==> config.mk <==
export PLATFORM = sky130hd
export DESIGN_NAME = dlgpm_front
export DESIGN_NICKNAME = d
export VERILOG_FILES = /design/src/design/dlgpm_pkg.sv /design/src/design/dlgpm_front.sv
export SDC_FILE = /design/constraint.sdc
export NUM_CORES = 1
export LEC_CHECK = 0
export ABC_AREA = 1
export BUFFER_PORTS_ARGS = -buffer_cell sky130_fd_sc_hd__buf_2
export CAP_MARGIN = 10
export CORE_MARGIN = 3
export CORE_UTILIZATION = 40
export CTS_BUF_LIST = sky130_fd_sc_hd__clkbuf_8 sky130_fd_sc_hd__clkbuf_16
export CTS_CLUSTER_SIZE = 10
export DETAILED_ROUTE_END_ITERATION = 12
export PLACE_DENSITY = 0.6
export SLEW_MARGIN = 5
export SYNTH_ARGS = -nofsm -noshare
export SYNTH_HDL_FRONTEND = slang
export SYNTH_SLANG_ARGS = --single-unit
==> constraint.sdc <==
create_clock -name clk -period 4.6 [get_ports clk]
set_input_delay 0.23 -clock clk [delete_from_list [all_inputs] [get_ports clk]]
set_output_delay 0.23 -clock clk [all_outputs]
set_load 0.005 [all_outputs]
==> src/design/dlgpm_pkg.sv <==
// Package of the LED dimmer: command and register codes, state types and
// the constant table of the exponent unit. No dependencies.
package dlgpm_pkg;

	localparam int FRAC_BITS   = 16;
	localparam int GAMMA_SCALE = 1000;
	localparam int DIV_BITS    = 48;

	// The scaled logarithm stays below 2^LG_BITS, so a multiply by this rounded-up
	// reciprocal and a right shift give its exact quotient by GAMMA_SCALE.
	localparam int          LG_BITS     = 37;
	localparam int          RECIP_SHIFT = LG_BITS + $clog2(GAMMA_SCALE);
	localparam logic [37:0] RECIP_GAMMA = 38'(((64'd1 << RECIP_SHIFT) +
		64'(GAMMA_SCALE - 1)) / 64'(GAMMA_SCALE));

	localparam logic [15:0] RST_BRIGHT_RANGE = 16'd1000;
	localparam logic [15:0] RST_BOUND_LEVEL  = 16'd1000;
	localparam logic [15:0] RST_BOUND_SCALE  = 16'd1000;
	localparam logic [15:0] RST_PROP_RANGE   = 16'd1000;
	localparam logic [15:0] RST_GAMMA        = 16'd2200;
	localparam logic [15:0] RST_PERIOD       = 16'd1000;

	typedef enum logic [2:0] {
		KIND_SET_BRIGHT = 3'd0,
		KIND_INC_BRIGHT = 3'd1,
		KIND_DEC_BRIGHT = 3'd2,
		KIND_SET_MIX    = 3'd3,
		KIND_INC_MIX    = 3'd4,
		KIND_DEC_MIX    = 3'd5
	} kind_e;

	typedef enum logic [2:0] {
		REG_BRIGHT_RANGE = 3'd0,
		REG_BOUND_LEVEL  = 3'd1,
		REG_BOUND_SCALE  = 3'd2,
		REG_PROP_RANGE   = 3'd3,
		REG_GAMMA        = 3'd4,
		REG_PERIOD       = 3'd5
	} reg_idx_e;

	typedef struct packed {
		logic [15:0] bright;
		logic [15:0] mix;
	} cmd_t;

	typedef struct packed {
		logic [15:0] bright_range;
		logic [15:0] bound_level;
		logic [15:0] bound_scale;
		logic [15:0] prop_range;
		logic [15:0] gamma;
		logic [15:0] period;
	} cfg_t;

	typedef enum logic [4:0] {
		B_IDLE, B_NUM, B_DEN, B_XGO, B_XDIV, B_GCHK, B_NORM, B_SQR, B_LMUL,
		B_EGO, B_EDIV, B_EXP, B_SHIFT, B_TMUL, B_PMUL, B_PGO, B_PDIV, B_OUT
	} back_state_t;

	typedef logic [15:0][15:0] d_tab_t;

	// Successive truncated square roots of one half in Q0.16.
	function automatic d_tab_t make_d_tab();
		d_tab_t      tab;
		logic [63:0] d;
		logic [63:0] v;
		logic [63:0] res;
		logic [63:0] bitv;
		tab = '0;
		d = 64'd32768;
		for (int k = 0; k < 16; k++) begin
			v = d << FRAC_BITS;
			res = 64'd0;
			bitv = 64'd1 << 62;
			for (int j = 0; j < 32; j++) begin
				if (v >= res + bitv) begin
					v = v - (res + bitv);
					res = (res >> 1) + bitv;
				end else begin
					res = res >> 1;
				end
				bitv = bitv >> 2;
			end
			d = res;
			tab[k] = d[15:0];
		end
		return tab;
	endfunction

	localparam d_tab_t D_TAB = make_d_tab();

endpackage

==> src/design/dlgpm_front.sv <==
// Front end of the LED dimmer: accepts commands, updates the stored levels
// and pushes them to the queue. Depends on dlgpm_pkg.
module dlgpm_front import dlgpm_pkg::*; (
	input  logic        clk,
	input  logic        arst_n,
	input  logic        in_valid,
	output logic        in_ready,
	input  logic [2:0]  kind,
	input  logic [15:0] amount,
	input  logic [15:0] bright_range,
	input  logic [15:0] prop_range,
	input  logic        q_full,
	output logic        push,
	output cmd_t        push_data
);

	logic [15:0] bright_q;
	logic [15:0] mix_q;
	logic [15:0] bright_d;
	logic [15:0] mix_d;
	logic [15:0] step;
	logic [16:0] b_sum;
	logic [16:0] m_sum;
	logic [15:0] b_sat;
	logic [15:0] m_sat;

	assign in_ready = !q_full;
	assign push     = in_valid && in_ready;
	assign step     = (amount == 16'd0) ? 16'd1 : amount;
	assign b_sum    = {1'b0, bright_q} + {1'b0, step};
	assign m_sum    = {1'b0, mix_q} + {1'b0, step};
	assign b_sat    = b_sum[16] ? 16'hFFFF : b_sum[15:0];
	assign m_sat    = m_sum[16] ? 16'hFFFF : m_sum[15:0];

	always_comb begin
		bright_d = bright_q;
		mix_d    = mix_q;
		case (kind)
			KIND_SET_BRIGHT: bright_d = (amount < bright_range) ? amount : bright_range;
			KIND_INC_BRIGHT: bright_d = (b_sat < bright_range) ? b_sat : bright_range;
			KIND_DEC_BRIGHT: bright_d = (step < bright_q) ? bright_q - step : 16'd0;
			KIND_SET_MIX:    mix_d = (amount < prop_range) ? amount : prop_range;
			KIND_INC_MIX:    mix_d = (m_sat < prop_range) ? m_sat : prop_range;
			KIND_DEC_MIX:    mix_d = (step < mix_q) ? mix_q - step : 16'd0;
			default: ;
		endcase
	end

	assign push_data.bright = bright_d;
	assign push_data.mix    = mix_d;

	always_ff @(posedge clk or negedge arst_n) begin
		if (!arst_n) begin
			bright_q <= '0;
			mix_q    <= '0;
		end else if (push) begin
			bright_q <= bright_d;
			mix_q    <= mix_d;
		end
	end

endmodule

==> out/qor.yml <==
die:
  dieArea_um2: 20690
  core.rowCount: 49
  die_h_um: 143.8
  die_w_um: 143.8
  coreArea_um2: 18330
  ioPinCount: 89
  start_util: 0.4145
timing:
  min_period_ps: 4393
  fmax_mhz: 227.7
  finalSetupTns_ps: 0
  slew_viol_final: 0
  slew_headroom: 0.1641
  tightest_slew_ps: 1247
  finalCritPeriodShare: 0.9549
  worst_slack_ps: 207.5
  finalHoldViolCount: 0
  finalSetupViolCount: 0
  clock_skew_ps: 6.719
setup_path:
  ff2ff_path_depth: 21
  startpoint_type: "primary input"
  path_max_fanout: 7
  cp.required_ps: 4370
  r2r_start: "bright_q[12]"
  cp.arrival_ps: 4160
  endpoint_kind: "output pin"
  regToRegSetupSlack_ps: 620
  crit-reg2reg-capture: "bright_q[7]"
  worstSetupPathType: "in -> out"
yosys:
  synth-seq-cells: 32
  synth_nets: 1466
  ys_seq_area_frac: 0.1054
  ys_types: 39
  syn_avg_cell_area_um2: 5.922
  ys_warn_count: 0
  synth.cell_area_um2: 7599
  synthCells: 1283
grt:
  grt_pass1_wl_mm: 43.80
  grt_pass1_vias: 8136
  grt-ovfl-total: 0
  grt_max_degree: 34
  antenna_found_initial: 0
  grtUsageTotal: 0.2686
power:
  pwr_density_cell_nw_per_um2: 480.6
  leakage_nw: 5.068
  irDropWorstVdd_uv: 255.4
layout:
  postLayoutCellArea_um2: 8959
  final_util: 0.4887
  stdcell_count: 1609
  diodes: 0
  regArea_um2: 800.8
  n_fill_cell: 1993
  area_growth_syn_to_layout_pct: 17.90
  nNetsFinal: 1563
  drive_above_1_share: 0.1768
  multiInputGateArea_um2: 6190
placement:
  dp.cells: 1586
  numPortBuffers: 88
  preCtsSetupSlack_ps: -149.0
  gp_congestion: 0.9427
  place_hpwl_mm: 22.51
  dpl-instance-area_um2: 8392
clocking:
  cts_tree: "done"
  cts.clk_slew.worst_paths_ps: 60
  clkSinkCount: 32
  cts-root-buf: "clkbuf_16"
  cts-htree-levels: 2
  cts-hold-fix-buffers: 0
  clk_latency_ps: 300
  clock_path_buffers: 2
  numCtsBuffers: 5
route:
  top_layer_used: "met4"
  vias: 8694
  drt_iter0_markers: 741
  final_antenna_net_count: 0
  routed_via_density: 5.403
  detail_route.wl_per_cell_um: 17.56
  wl_met3_mm: 1.387
  drc: 0
  wl_met2_mm: 13.04
  routed_wl_mm: 28.25
  met1Wirelength_mm: 13.10
  dr.pass1.iters: 5
status:
  status: "completed"
hold_path:
  worstHoldPathType: "in -> async"
run:
  drv_cap: 0
## worst max-delay path, stage by stage
cell and delay [ps]:
buf_4 170, inv_4 70, nand4_1 160, o41ai_4 400
buf_4 190, ha_4 130, fa_2 200, nand2_2 60
nand3_2 70, nand3_2 80, nand2_2 110, inv_1 60
nor2_2 90, nor2_2 50, o21bai_1 170, xor2_1 170
nor2_1 80, inv_1 90, ha_4 210, nand4_1 120
a31oi_2 80, a2111oi_4 340, buf_6 230, buf_8 140
nand3_1 90, nand3_1 120, nand3_2 90, buf_2 140
## cell usage after synthesis, drive strengths merged
| cell type | number | share of area |
|---|---|---|
| nand3 | 133 | 0.095 |
| ha | 124 | 0.20 |
| a22oi | 2 | 0.0020 |
| a31oi | 5 | 0.0041 |
| a21oi | 110 | 0.072 |
| a211oi | 6 | 0.0059 |
| nand2 | 327 | 0.17 |
| a2111oi | 1 | 0.0020 |
| xnor2 | 1 | 0.0012 |
| nor2 | 133 | 0.066 |
| a21o | 6 | 0.0059 |
| fa | 4 | 0.011 |
| and2 | 4 | 0.0033 |
| inv | 181 | 0.089 |
| o41ai | 1 | 0.0012 |
| xor2 | 30 | 0.035 |
| o21a | 1 | 0.00099 |
| o211ai | 6 | 0.0059 |
| a21boi | 1 | 0.00099 |
| nor3 | 21 | 0.015 |
| o21bai | 5 | 0.0049 |
| clkbuf | 34 | 0.017 |
| a221oi | 4 | 0.0046 |
| o21ai | 73 | 0.050 |
| o221a | 1 | 0.0015 |
| nor4 | 3 | 0.0025 |
| nand4 | 16 | 0.013 |
| dfrtp | 32 | 0.11 |
| buf | 18 | 0.015 |
## where the power goes
part,leakage (nW),switching [mW],internal (mW)
Clock,0.0709,0.162,0.196
Sequential,0.418,0.149,0.366
Combinational,4.58,2.13,1.30
## registers in the layout (all words and copies together), names as in the netlist
register	count
mix_q	16
bright_q	16
## metal layers
layer	vias up	global-route usage
li1	4392	-
met1	3964	0.3698
met2	296	0.4520
met3	42	0.02529
met4	0	0.06739
met5	-	0
## area by class of cell
cell class / count / area share
multi-input combinational: 1019 / 0.6909
timing repair buffer: 141 / 0.09665
sequential: 32 / 0.08939
inverter: 181 / 0.07612
tap: 229 / 0.03198
clock buffer: 5 / 0.01397
clock inverter: 2 / 0.0009777
## per-stage QoR
stage | power [mW] | hold slack [ps]
after global placement | 3.569 | 417.9
after floorplan | 2.690 | -65.59
final | 4.306 | 62.62
after global routing | 4.744 | 122.0
after detailed placement | 3.573 | 417.2
after CTS | 3.960 | 93.47
## worst max-delay path by stage
stage	from	slack [ps]	to
after floorplan	amount[1]	320	push_data[16]
after global placement	amount[0]	-40	push_data[18]
after detailed placement	amount[0]	-150	push_data[18]
after CTS	amount[0]	10	push_data[18]
after global routing	amount[7]	-50	push_data[20]
final	amount[9]	210	push_data[20]
## cells in the final DEF (no fill, tap or decap), types with 7 or more instances in the layout
master / n
nor2_1: 127
nand3_1: 102
inv_2: 20
buf_4: 49
dfrtp_1: 32
nor3_1: 15
nand4_1: 16
xor2_1: 30
nand2_1: 316
nand3_2: 31
a21oi_1: 106
nand2_2: 7
buf_2: 86
inv_1: 161
ha_1: 116
o21ai_0: 67
## cells by family (layout without fill, tap and decap cells)
group	Yosys count	in the layout	share of synthesized area
flops	32	32	0.1054
buf+inv	233	329	0.1217
compound gates	222	222	0.1620
xor+xnor	31	31	0.03573
fa+ha+maj	128	128	0.2147
simple gates	637	638	0.3604
## repair_timing
item | CTS | global route
pin swaps | 1 | 28
buffers inserted | 0 | 13
gates resized for setup | 5 | 78
endpoints found under the setup margin | 30 | 32
gates cloned | 0 | 3
Note: power is estimated with default switching activity, not from simulation.
