File: src/design/dlgpm_pkg.sv
// Package of the LED dimmer: command and register codes, state types and
// the constant table of the exponent unit. No dependencies.
package dlgpm_pkg;

	localparam int FRAC_BITS   = 16;
	localparam int GAMMA_SCALE = 1000;
	localparam int DIV_BITS    = 48;

	// The scaled logarithm stays below 2^LG_BITS, so a multiply by this rounded-up
	// reciprocal and a right shift give its exact quotient by GAMMA_SCALE.
	localparam int          LG_BITS     = 37;
	localparam int          RECIP_SHIFT = LG_BITS + $clog2(GAMMA_SCALE);
	localparam logic [37:0] RECIP_GAMMA = 38'(((64'd1 << RECIP_SHIFT) +
		64'(GAMMA_SCALE - 1)) / 64'(GAMMA_SCALE));

	localparam logic [15:0] RST_BRIGHT_RANGE = 16'd1000;
	localparam logic [15:0] RST_BOUND_LEVEL  = 16'd1000;
	localparam logic [15:0] RST_BOUND_SCALE  = 16'd1000;
	localparam logic [15:0] RST_PROP_RANGE   = 16'd1000;
	localparam logic [15:0] RST_GAMMA        = 16'd2200;
	localparam logic [15:0] RST_PERIOD       = 16'd1000;

	typedef enum logic [2:0] {
		KIND_SET_BRIGHT = 3'd0,
		KIND_INC_BRIGHT = 3'd1,
		KIND_DEC_BRIGHT = 3'd2,
		KIND_SET_MIX    = 3'd3,
		KIND_INC_MIX    = 3'd4,
		KIND_DEC_MIX    = 3'd5
	} kind_e;

	typedef enum logic [2:0] {
		REG_BRIGHT_RANGE = 3'd0,
		REG_BOUND_LEVEL  = 3'd1,
		REG_BOUND_SCALE  = 3'd2,
		REG_PROP_RANGE   = 3'd3,
		REG_GAMMA        = 3'd4,
		REG_PERIOD       = 3'd5
	} reg_idx_e;

	typedef struct packed {
		logic [15:0] bright;
		logic [15:0] mix;
	} cmd_t;

	typedef struct packed {
		logic [15:0] bright_range;
		logic [15:0] bound_level;
		logic [15:0] bound_scale;
		logic [15:0] prop_range;
		logic [15:0] gamma;
		logic [15:0] period;
	} cfg_t;

	typedef enum logic [4:0] {
		B_IDLE, B_NUM, B_DEN, B_XGO, B_XDIV, B_GCHK, B_NORM, B_SQR, B_LMUL,
		B_EGO, B_EDIV, B_EXP, B_SHIFT, B_TMUL, B_PMUL, B_PGO, B_PDIV, B_OUT
	} back_state_t;

	typedef logic [15:0][15:0] d_tab_t;

	// Successive truncated square roots of one half in Q0.16.
	function automatic d_tab_t make_d_tab();
		d_tab_t      tab;
		logic [63:0] d;
		logic [63:0] v;
		logic [63:0] res;
		logic [63:0] bitv;
		tab = '0;
		d = 64'd32768;
		for (int k = 0; k < 16; k++) begin
			v = d << FRAC_BITS;
			res = 64'd0;
			bitv = 64'd1 << 62;
			for (int j = 0; j < 32; j++) begin
				if (v >= res + bitv) begin
					v = v - (res + bitv);
					res = (res >> 1) + bitv;
				end else begin
					res = res >> 1;
				end
				bitv = bitv >> 2;
			end
			d = res;
			tab[k] = d[15:0];
		end
		return tab;
	endfunction

	localparam d_tab_t D_TAB = make_d_tab();

endpackage

File: src/design/dlgpm_queue.sv
// Two-entry queue between the front end and the back end of the dimmer.
// Depends on dlgpm_pkg.
module dlgpm_queue import dlgpm_pkg::*; (
	input  logic clk,
	input  logic arst_n,
	input  logic push,
	input  cmd_t push_data,
	output logic full,
	input  logic pop,
	output cmd_t pop_data,
	output logic not_empty
);

	cmd_t        mem_q [2];
	logic        wr_q;
	logic        rd_q;
	logic [1:0]  count_q;

	assign full      = (count_q == 2'd2);
	assign not_empty = (count_q != 2'd0);
	assign pop_data  = mem_q[rd_q];

	always_ff @(posedge clk) begin
		if (push) begin
			mem_q[wr_q] <= push_data;
		end
	end

	always_ff @(posedge clk or negedge arst_n) begin
		if (!arst_n) begin
			wr_q    <= 1'b0;
			rd_q    <= 1'b0;
			count_q <= '0;
		end else begin
			if (push) begin
				wr_q <= !wr_q;
			end
			if (pop) begin
				rd_q <= !rd_q;
			end
			if (push && !pop) begin
				count_q <= count_q + 2'd1;
			end else if (pop && !push) begin
				count_q <= count_q - 2'd1;
			end
		end
	end

endmodule

File: config.mk
export PLATFORM = sky130hd
export DESIGN_NAME = dlgpm_queue
export DESIGN_NICKNAME = d
export VERILOG_FILES = /design/src/design/dlgpm_pkg.sv /design/src/design/dlgpm_queue.sv
export SDC_FILE = /design/constraint.sdc
export NUM_CORES = 1
export LEC_CHECK = 0
export BUFFER_PORTS_ARGS = -buffer_cell sky130_fd_sc_hd__buf_2
export CORE_MARGIN = 4
export CORE_UTILIZATION = 25
export CTS_BUF_LIST = sky130_fd_sc_hd__clkbuf_8
export DETAILED_ROUTE_END_ITERATION = 12
export SYNTH_ARGS = -nofsm -noshare
export SYNTH_HDL_FRONTEND = slang
export SYNTH_SLANG_ARGS = --single-unit
File: constraint.sdc
create_clock -name clk -period 2.3 [get_ports clk]
set_input_delay 0.345 -clock clk [delete_from_list [all_inputs] [get_ports clk]]
set_output_delay 0.345 -clock clk [all_outputs]
set_load 0.01 [all_outputs]
==> results of run 1 <==
==> cell type report <==
cell class                 count  area, µm²  area share [%]
clock buffer                   9      123.9           3.712
clock inverter                 5      47.55           1.425
inverter                       1      3.754          0.1125
multi-input combinational     43      563.0           16.87
sequential                    68       2023           60.63
tap                          136      170.2           5.099
timing repair buffer          75      405.4           12.15
==> sequential cells by signal, indices dropped and copies added, names as in the netlist <==
register  cells
mem_q        64
rd_q          1
wr_q          1
count_q       2
==> cell families (layout without fill, tap and decap cells) <==
family | after synthesis | in the layout | synth area share, %
mux | 32 | 32 | 17.70
xor+xnor | 5 | 5 | 1.652
fa+ha+maj | 1 | 1 | 0.4718
simple gates | 5 | 5 | 1.086
buf+inv | 5 | 90 | 2.831
flops | 68 | 68 | 76.26
==> final timing paths <==
path                                from           end  slack (ns)
min in group asynchronous         arst_n    count_q[1]        0.35
min reg2reg                   count_q[1]    count_q[1]        0.48
min                        push_data[28]  mem_q[1][28]        0.21
max                                 rd_q  pop_data[28]        0.41
max in group asynchronous         arst_n          rd_q        1.82
max reg2reg                         wr_q  mem_q[1][16]        0.85
==> where the power goes <==
group / internal, µW / switching (µW) / total [µW]
Sequential: 1650 / 78.8 / 1730
Clock: 477 / 399 / 876
Combinational: 669 / 614 / 1280
Total: 2800 / 1090 / 3890
==> synth_stat cells, drive strengths merged <==
master,number
and2,1
buf,4
edfxtp,64
xor2,4
inv,1
nor2,1
or2,1
nor2b,2
ha,1
dfrtp,4
xnor2,1
mux2,32
==> repair_timing <==
| action | in CTS | in global routing |
|---|---|---|
| endpoints found under the hold margin | 4 | 0 |
| resized for setup | 0 | 0 |
| hold buffers | 1 | 0 |
==> routing by layer <==
metal / vias up / GRT usage [%]
met2: 47 / 11.97
met1: 601 / 9.754
met3: 5 / 4.039
met5: - / 0
met4: 0 / 3.202
li1: 607 / -
==> worst max-delay path: stages, from the launching register on <==
cell and delay, ns:
dfrtp_2 0.35, buf_4 0.34, mux2_2 0.38, buf_2 0.14
==> layout by cell type (no fill, tap or decap), drive strengths merged <==
| master | Yosys | routed |
|---|---|---|
| xnor2 | 1 | 1 |
| nor2 | 1 | 1 |
| clkinv | 0 | 2 |
| mux2 | 32 | 32 |
| buf | 4 | 74 |
| edfxtp | 64 | 64 |
| or2 | 1 | 1 |
| inv | 1 | 3 |
| nor2b | 2 | 2 |
| and2 | 1 | 1 |
| ha | 1 | 1 |
| dlygate4sd3 | 0 | 1 |
| bufinv | 0 | 1 |
| xor2 | 4 | 4 |
| dfrtp | 4 | 4 |
| clkbuf | 0 | 9 |
==> per-stage QoR <==
| step | std cells | power, µW |
|---|---|---|
| 3_3_place_gp | 322 | 3067 |
| 5_1_grt | 337 | 4140 |
| 6_report | 337 | 3889 |
| 3_5_place_dp | 322 | 3080 |
| 4_1_cts | 337 | 3985 |
| 2_1_floorplan | 116 | 2723 |
==> summary.txt, run 1 <==
Synth
  – Syn Area/Cell: 22.86 µm²
  – Netlist cell types: 14
  – Largest area contributor in the netlist: edfxtp_1
  – Yosys reg bits: 68
  – Synth top area share: 72.49%
  – Cell count after synthesis: 116
  – Syn_nets: 153
  – Sequential cell area fraction in the yosys report: 76.26%
  – Ys Warns: 0
  – Largest cells by area after synthesis: edfxtp_1 (72%), mux2_4 (16%), dfrtp_1 (3.8%), buf_12 (2.3%), xor2_1 (1.3%)
  – Post-Syn Area: 2651 µm²

Die
  – Die area: 12320 µm²
  – I/O Pins: 70
  – Starting Density: 25.68%
  – Core area: 10320 µm²
  – Die H: 111.0 µm
  – Std-Cell Rows: 37
  – Die Width: 111.0 µm

Pwr
  – Leak pwr: 0.001349 µW
  – Power per Cell Area: 1165 nW/µm²
  – Peak supply drop: 0.4324 mV

Setup path
  – WS Path Type: reg -> out
  – Worst Setup End Kind: output pin
  – Startpoint Class: flop
  – CP max FO: 20
  – Critical Path RT: 1.96 ns
  – Register-to-Register Path Depth: 2
  – Crit path DAT: 1.55 ns

GRT
  – First-pass GRT wire length: 7458 µm
  – Overall Global Routing Usage: 7.986%
  – Vias in the first global route: 1431
  – GRT overflow: 0
  – Pin count of the biggest net entering global routing: 21
  – Initial antenna violation count: 0

Route
  – Met3 wire len: 360 µm
  – Routed wire length: 4585 µm
  – Wire length on met2: 2140 µm
  – # DRC: 0
  – Router iterations before antenna repair: 3
  – ANT nets after route: 0
  – Top Metal Used: met4
  – Vias per inst: 3.739
  – DRT met1 WL: 2030 µm
  – Initial drt markers: 25
  – WL per Instance: 13.61 µm
  – Vias: 1260

STA
  – Final WS setup: 0.4079 ns
  – Final clock skew: 0.01026 ns
  – Final Cycle Share: 82.26%
  – Setup violations, final: 0
  – Slew @ Worst Pin: 0.4900 ns
  – RSZ-0062 raised after global routing: no
  – Final Max Tran Viols: 0
  – Final min period: 1.892 ns
  – Final hold vios: 0
  – FMAX: 528.5 MHz
  – Hold WS: 0.2056 ns
  – Setup TNS: 0 ns
  – Slew headroom: 67.34%

Layout
  – Fin nets: 235
  – # fillers: 1026
  – Antenna diodes: 0
  – Core Util, Final: 32.32%
  – Area grow syn2layout: 25.86%
  – Fraction of layout cells with a size suffix above 1: 60.70%
  – Finished Cell Area: 3337 µm²

Clock tree
  – Clk buf depth: 2
  – Worst-path clk slew: 0.07 ns
  – Clk sinks: 68
  – H-tree levels: 3
  – Post-CTS Setup Inserts: 0
  – Worst-Skew Late Latency: 0.33 ns
  – CTS Buf Count: 9
  – Root Buffer: clkbuf_8
  – CTS tree: done

Place
  – Area post-placement: 3156 µm²
  – GP Congestion: 0.6413
  – Placement Setup Slack: 0.7311 ns
  – Dpl hpwl: 3130 µm
  – Port bufs: 69

Worst hold path
  – HP Class: in -> reg
  – WHS Path Cells: 1

Flow run
  – Max cap viols: 0

Outcome
  – Run status: finished clean
Power figures use the tool's default switching activity.
==> inputs of run 2 (changes only) <==
Clock period 2.3 ns to 2 ns, I/O delays scaled along.
==> run 2 against run 1 <==
Effect of this change: sequential power rose by 15%; sequential share of layout area fell by 1.1 points; first-iteration DRC count rose by 110%; clock power rose by 52%; wire length fell by 0.41%.
==> summary.txt, run 2 (synthesis gave the netlist of run 1 again) <==
Outcome
  – Run status: finished clean

STA
  – FMAX: 545.0 MHz
  – Setup violations, final: 0 (unchanged)
  – Final Cycle Share: 91.74%
  – Setup TNS: 0 ns (unchanged)
  – Final Max Tran Viols: 0 (unchanged)
  – Slew @ Worst Pin: 0.3667 ns (-0.1233 ns)
  – Hold WS: 0.1524 ns (-0.05319 ns)
  – Final min period: 1.835 ns
  – Final clock skew: 0.007239 ns (-0.003019 ns)
  – RSZ-0062 raised after global routing: no
  – Slew headroom: 75.56% (+8.2 points)
  – Final hold vios: 0 (unchanged)

Clock tree
  – H-tree levels: 3 (unchanged)
  – Clk buf depth: 2 (unchanged)
  – Clk sinks: 68 (unchanged)
  – CTS Buf Count: 9 (unchanged)
  – Root Buffer: clkbuf_8
  – Post-cts resize count: 0 (unchanged)
  – Worst-path clk slew: 0.07 ns (about the same)
  – Worst-Skew Late Latency: 0.33 ns (about the same)
  – CTS tree: done

Die
  – Die H: 111.0 µm (unchanged)
  – Die area: 12320 µm² (unchanged)
  – I/O Pins: 70 (unchanged)
  – Die Width: 111.0 µm (unchanged)
  – Starting Density: 25.68% (unchanged)
  – Core area: 10320 µm² (unchanged)
  – Std-Cell Rows: 37 (unchanged)

Route
  – Routed wire length: 4566 µm (-0.41%)
  – ANT nets after route: 0 (unchanged)
  – Vias: 1306 (+3.7%)
  – WL per Instance: 13.43 µm (-1.3%)
  – # DRC: 0 (unchanged)
  – Router iterations before antenna repair: 4 (+1)
  – Initial drt markers: 52 (+110%)
  – Vias per inst: 3.841 (+2.7%)

Layout
  – Area grow syn2layout: 28.22%
  – Number of flip-flops in the largest register: 64 (unchanged)
  – Most common cell after layout, fill and taps aside: buf_2
  – Biggest register: mem_q
  – Antenna diodes: 0 (unchanged)
  – Commonest cells after routing, fill and taps aside: buf_2 (69), edfxtp_1 (64), mux2_4 (29)
  – Top flop regs: mem_q (64), count_q (2)
  – Non-Filler Instances: 340 (+0.89%)
  – Fin nets: 236 (+0.43%)
  – Fraction of layout cells with a size suffix above 1: 61.76% (+1.1 points)

GRT
  – GRT overflow: 0 (unchanged)
  – First-pass GRT wire length: 7320 µm (-1.9%)
  – Initial antenna violation count: 0 (unchanged)
  – Vias in the first global route: 1436 (+0.35%)
  – Overall Global Routing Usage: 7.980% (about the same)
  – Pin count of the biggest net entering global routing: 20 (-4.8%)

Pwr
  – Sequential power share: 41.6% (-2.9 points)
  – Switching power: 1302 µW (+19%)
  – Power per Cell Area: 1408 nW/µm² (+21%)
  – Peak supply drop: 0.5815 mV (+34%)
  – P_int: 3483 µW (+25%)
  – Combinational power share: 30.7% (-2.3 points)
  – Sw Ratio: 27.22% (-0.86 points)
  – Leak pwr: 0.001370 µW (+1.6%)
  – Clock power share: 27.8% (+5.3 points)

Setup path
  – Crit path largest cell delay: 0.37 ns (about the same)
  – Critical Path RT: 1.70 ns (-0.26 ns)
  – Startpoint Class: flop
  – CP max-delay cell: mux2_2
  – Crit-path cells: buf_4, mux2_2, buf_2
  – WS Path Type: reg -> out
  – Worst Setup End Kind: output pin
  – CP max FO: 19 (-5.0%)
  – Worst setup path start: rd_q
  – RR Startpoint: wr_q
  – Crit path DAT: 1.53 ns (-0.02 ns)

Place
  – GP Congestion: 0.6650 (+3.7%)
  – Port bufs: 69 (unchanged)
  – Dpl cells: 323 (+0.31%)
  – Dpl hpwl: 3117 µm (-0.42%)

Worst hold path
  – HP Class: in -> reg
  – Hold path start: push_data[15]

Flow run
  – Max cap viols: 0 (unchanged)
run 2: final timing paths:
check                                    end  slack (ns)  cells past startpoint
worst max-delay path            pop_data[24]        0.17                      3
worst min-delay path            mem_q[0][15]        0.15                      1
worst max register to register   mem_q[1][1]        0.81                      2
worst min register to register    count_q[1]        0.48                      1
max in group asynchronous               rd_q        1.54                      2
min in group asynchronous         count_q[0]        0.32                      2
run 2: layout make-up:
cell class	instances	area (µm²)
clock inverters	7	115.1
flip-flops and latches	68	2023
inverters	1	3.754
well taps	136	170.2
repair buffers	76	400.4
fillers	1007	6924
multi-input cells	43	563.0
clock buffers	9	123.9
run 2: stage by stage:
step | area [µm²] | utilization, % | total power, µW | setup WS (ns)
2_1_floorplan | 2654 | - | 3130 | 0.3373
3_5_place_dp | 3151 | 30.52 | 3533 | 0.4956
5_1_grt | 3400 | 32.93 | 5078 | 0.06527
3_3_place_gp | 3151 | 30.52 | 3520 | 0.5034
6_report | 3400 | 32.93 | 4785 | 0.1652
4_1_cts | 3400 | 32.93 | 4889 | 0.1184
run 2: timing repair:
action,4_1_cts,5_1_grt
buffers inserted,0,0
hold endpoints to repair,4,0
endpoints found under the setup margin,0,0
hold buffers,1,0
run 2: worst max-delay path: cells and delay by family (launching register included):
family   cells  cell delay [ns]
buf+inv      2             0.48
flops        1             0.35
mux          1             0.37
run 2: power groups by stage:
stage | registers [µW] | logic, µW | clock network [µW]
floorplan | 2000 | 1130 | 0
CTS | 1990 | 1520 | 1380
global placement | 2010 | 1510 | 0
detailed placement | 2030 | 1510 | 0
global route | 2020 | 1590 | 1470
finish | 1990 | 1470 | 1330
run 2: per-layer routing:
layer	up-vias	GRT usage [%]	wire length, µm
li1	609	-	-
met3	3	4.531	289
met1	641	9.324	2074
met5	-	0	0
met4	0	2.956	32
met2	53	12.22	2169
==> inputs of run 3 (changes only) <==
Settings changed: BUFFER_PORTS_ARGS -buffer_cell sky130_fd_sc_hd__buf_2 to unset, DONT_BUFFER_PORTS set to 1.
==> run 3 against run 2 <==
Effect of this change: critical path depth down 1; wire length down 1.7%; clock-buffer cell count unchanged; final cell count down 21%; fmax up 2.2%; register-to-register slack worse by 0.12 ns; sequential share of layout area up 7.0 points; combinational power down 18%; setup slack better by 0.039 ns; die area unchanged; global-route usage down 0.24 points; via count down 20%.
==> summary.txt, run 3 (synthesis gave the netlist of run 1 again) <==
STA
  – Slew @ Worst Pin: 0.3408 ns (-0.02589 ns)
  – Final min period: 1.796 ns (-0.03898 ns)
  – Final clock skew: 0.005507 ns (-0.001732 ns)
  – Final WS setup: 0.2042 ns (+0.03898 ns)
  – FMAX: 556.8 MHz (+2.2%)
  – RSZ-0062 raised after global routing: no
  – Setup TNS: 0 ns (unchanged)
  – Setup violations, final: 0 (unchanged)
  – Slew headroom: 77.23% (+1.7 points)
  – Final hold vios: 0 (unchanged)
  – Final Cycle Share: 89.79% (-1.9 points)
  – Final Max Tran Viols: 0 (unchanged)
  – Hold WS: 0.03163 ns (-0.1208 ns)

Pwr
  – Combinational power share: 27.2% (-3.5 points)
  – Sequential power share: 46.2% (+4.6 points)
  – P_int: 3182 µW (-8.7%)
  – Sw Ratio: 27.74% (+0.53 points)
  – Peak supply drop: 0.5737 mV (-1.3%)
  – Power per Cell Area: 1448 nW/µm² (+2.8%)
  – Leak pwr: 0.001083 µW (-21%)
  – Switching power: 1222 µW (-6.2%)
  – Clock power share: 26.6% (-1.2 points)

Route
  – WL per Instance: 16.75 µm (+25%)
  – Vias: 1039 (-20%)
  – Initial drt markers: 27 (-48%)
  – Routed wire length: 4489 µm (-1.7%)
  – # DRC: 0 (unchanged)
  – Vias per inst: 3.877 (+0.93%)
  – Router iterations before antenna repair: 4 (unchanged)
  – ANT nets after route: 0 (unchanged)

Layout
  – Commonest cells after routing, fill and taps aside: edfxtp_1 (64), mux2_4 (29), clkbuf_8 (9)
  – Antenna diodes: 0 (unchanged)
  – Biggest register: mem_q
  – Number of flip-flops in the largest register: 64 (unchanged)
  – # fillers: 1005 (-0.20%)
  – Non-Filler Instances: 268 (-21%)
  – Fin nets: 165 (-30%)
  – Top flop regs: mem_q (64), count_q (2)
  – Area grow syn2layout: 14.72%
  – Fraction of layout cells with a size suffix above 1: 40.15% (-22 points)
  – Most common cell after layout, fill and taps aside: edfxtp_1

Setup path
  – Crit path DAT: 1.50 ns (-0.03 ns)
  – CP max FO: 10 (-9)
  – Crit path largest cell delay: 0.55 ns (+0.18 ns)
  – Register-to-Register Path Depth: 2 (unchanged)
  – Critical Path RT: 1.70 ns (about the same)
  – WS Path Type: reg -> out
  – Worst Setup End Kind: output pin
  – Crit-path cells: buf_4, mux2_4
  – Startpoint Class: flop
  – CP max-delay cell: dfrtp_2

GRT
  – First-pass GRT wire length: 6803 µm (-7.1%)
  – Met2 usage: 11.93% (-0.28 points)
  – Overall Global Routing Usage: 7.743% (-0.24 points)
  – Grt met1 use: 7.471% (-1.9 points)
  – Initial antenna violation count: 0 (unchanged)
  – Met3 Usage GRT: 4.749% (+0.22 points)
  – Vias in the first global route: 1141 (-21%)
  – GRT overflow: 0 (unchanged)
  – GR peak layer: met2
  – Pin count of the biggest net entering global routing: 25 (+25%)

Flow run
  – Max cap viols: 0 (unchanged)

Clock tree
  – CTS Buf Count: 9 (unchanged)
  – Clk buf depth: 2 (unchanged)
  – H-tree levels: 3 (unchanged)
  – Worst-Skew Late Latency: 0.34 ns (about the same)
  – Worst-path clk slew: 0.07 ns (about the same)
  – Post-cts resize count: 0 (unchanged)
  – CTS tree: done
  – Clk sinks: 68 (unchanged)
  – Root Buffer: clkbuf_8

Worst hold path
  – HP Class: in -> reg
  – WHS Path Cells: 1 (unchanged)

Place
  – GP Congestion: 0.6307 (-5.2%)
  – Dpl cells: 252 (-22%)
  – Dpl hpwl: 3033 µm (-2.7%)
  – Placement Setup Slack: 0.5356 ns (+0.03999 ns)
  – Port bufs: 0 (-100%)

Die
  – I/O Pins: 70 (unchanged)
  – Die Width: 111.0 µm (unchanged)
  – Starting Density: 25.68% (unchanged)
  – Core area: 10320 µm² (unchanged)
  – Std-Cell Rows: 37 (unchanged)
  – Die area: 12320 µm² (unchanged)
  – Die H: 111.0 µm (unchanged)

Outcome
  – Run status: finished clean
[run 3: cell types whose count changed in the layout (fill, tap and decap cells not counted)]
cell / before / now
bufinv_16: 3 / 2
buf_12: 0 / 3
buf_4: 6 / 1
clkinv_4: 1 / 0
clkinv_1: 1 / 2
buf_2: 69 / 0
[run 3: worst max-delay path, delay by kind of cell, from the launching register on]
kind	cells	cell delay (ns)
flip-flops	1	0.55
buffers and inverters	1	0.26
multiplexers	1	0.34
[run 3: path summary, 6_finish.rpt]
check | startpoint | endpoint | slack, ns
min | pop | rd_q | 0.03
min reg2reg | count_q[1] | count_q[1] | 0.49
max in group asynchronous | arst_n | rd_q | 1.57
min in group asynchronous | arst_n | count_q[0] | 0.23
max | rd_q | pop_data[22] | 0.20
max reg2reg | wr_q | mem_q[0][30] | 0.69
[run 3: area by class of cell]
class | instances | area [µm²] | area share (%)
clock buffer | 9 | 123.9 | 4.072
clock inverter | 6 | 80.08 | 2.633
inverter | 1 | 3.754 | 0.1234
multi-input combinational | 43 | 563.0 | 18.51
sequential | 68 | 2023 | 66.52
tap | 136 | 170.2 | 5.594
timing repair buffer | 5 | 77.57 | 2.550
[run 3: layer usage]
metal,vias to the layer above,share of wire [%]
met5,-,0
met4,0,2.8
met3,12,13
met2,49,49
met1,507,35
li1,471,-
[run 3: power groups by stage]
stage / sequential, µW / clock, µW / combinational (µW)
3_5_place_dp: 2070 / 0 / 1240
6_report: 2040 / 1170 / 1200
5_1_grt: 2070 / 1300 / 1280
4_1_cts: 2040 / 1230 / 1240
3_3_place_gp: 2060 / 0 / 1230
2_1_floorplan: 2000 / 0 / 1130
[run 3: metrics by stage]
step                      utilization, %  instance area [µm²]  total power, µW
final                              29.46                 3042             4403
after global routing               29.46                 3042             4655
after CTS                          29.46                 3042             4515
after detailed placement           27.39                 2828             3310
after global placement             27.39                 2828             3291
after floorplan                        -                 2654             3130
[run 3: repair_timing]
action,CTS,global route
buffers inserted,0,0
hold buffers,1,0
hold endpoints to repair,4,0
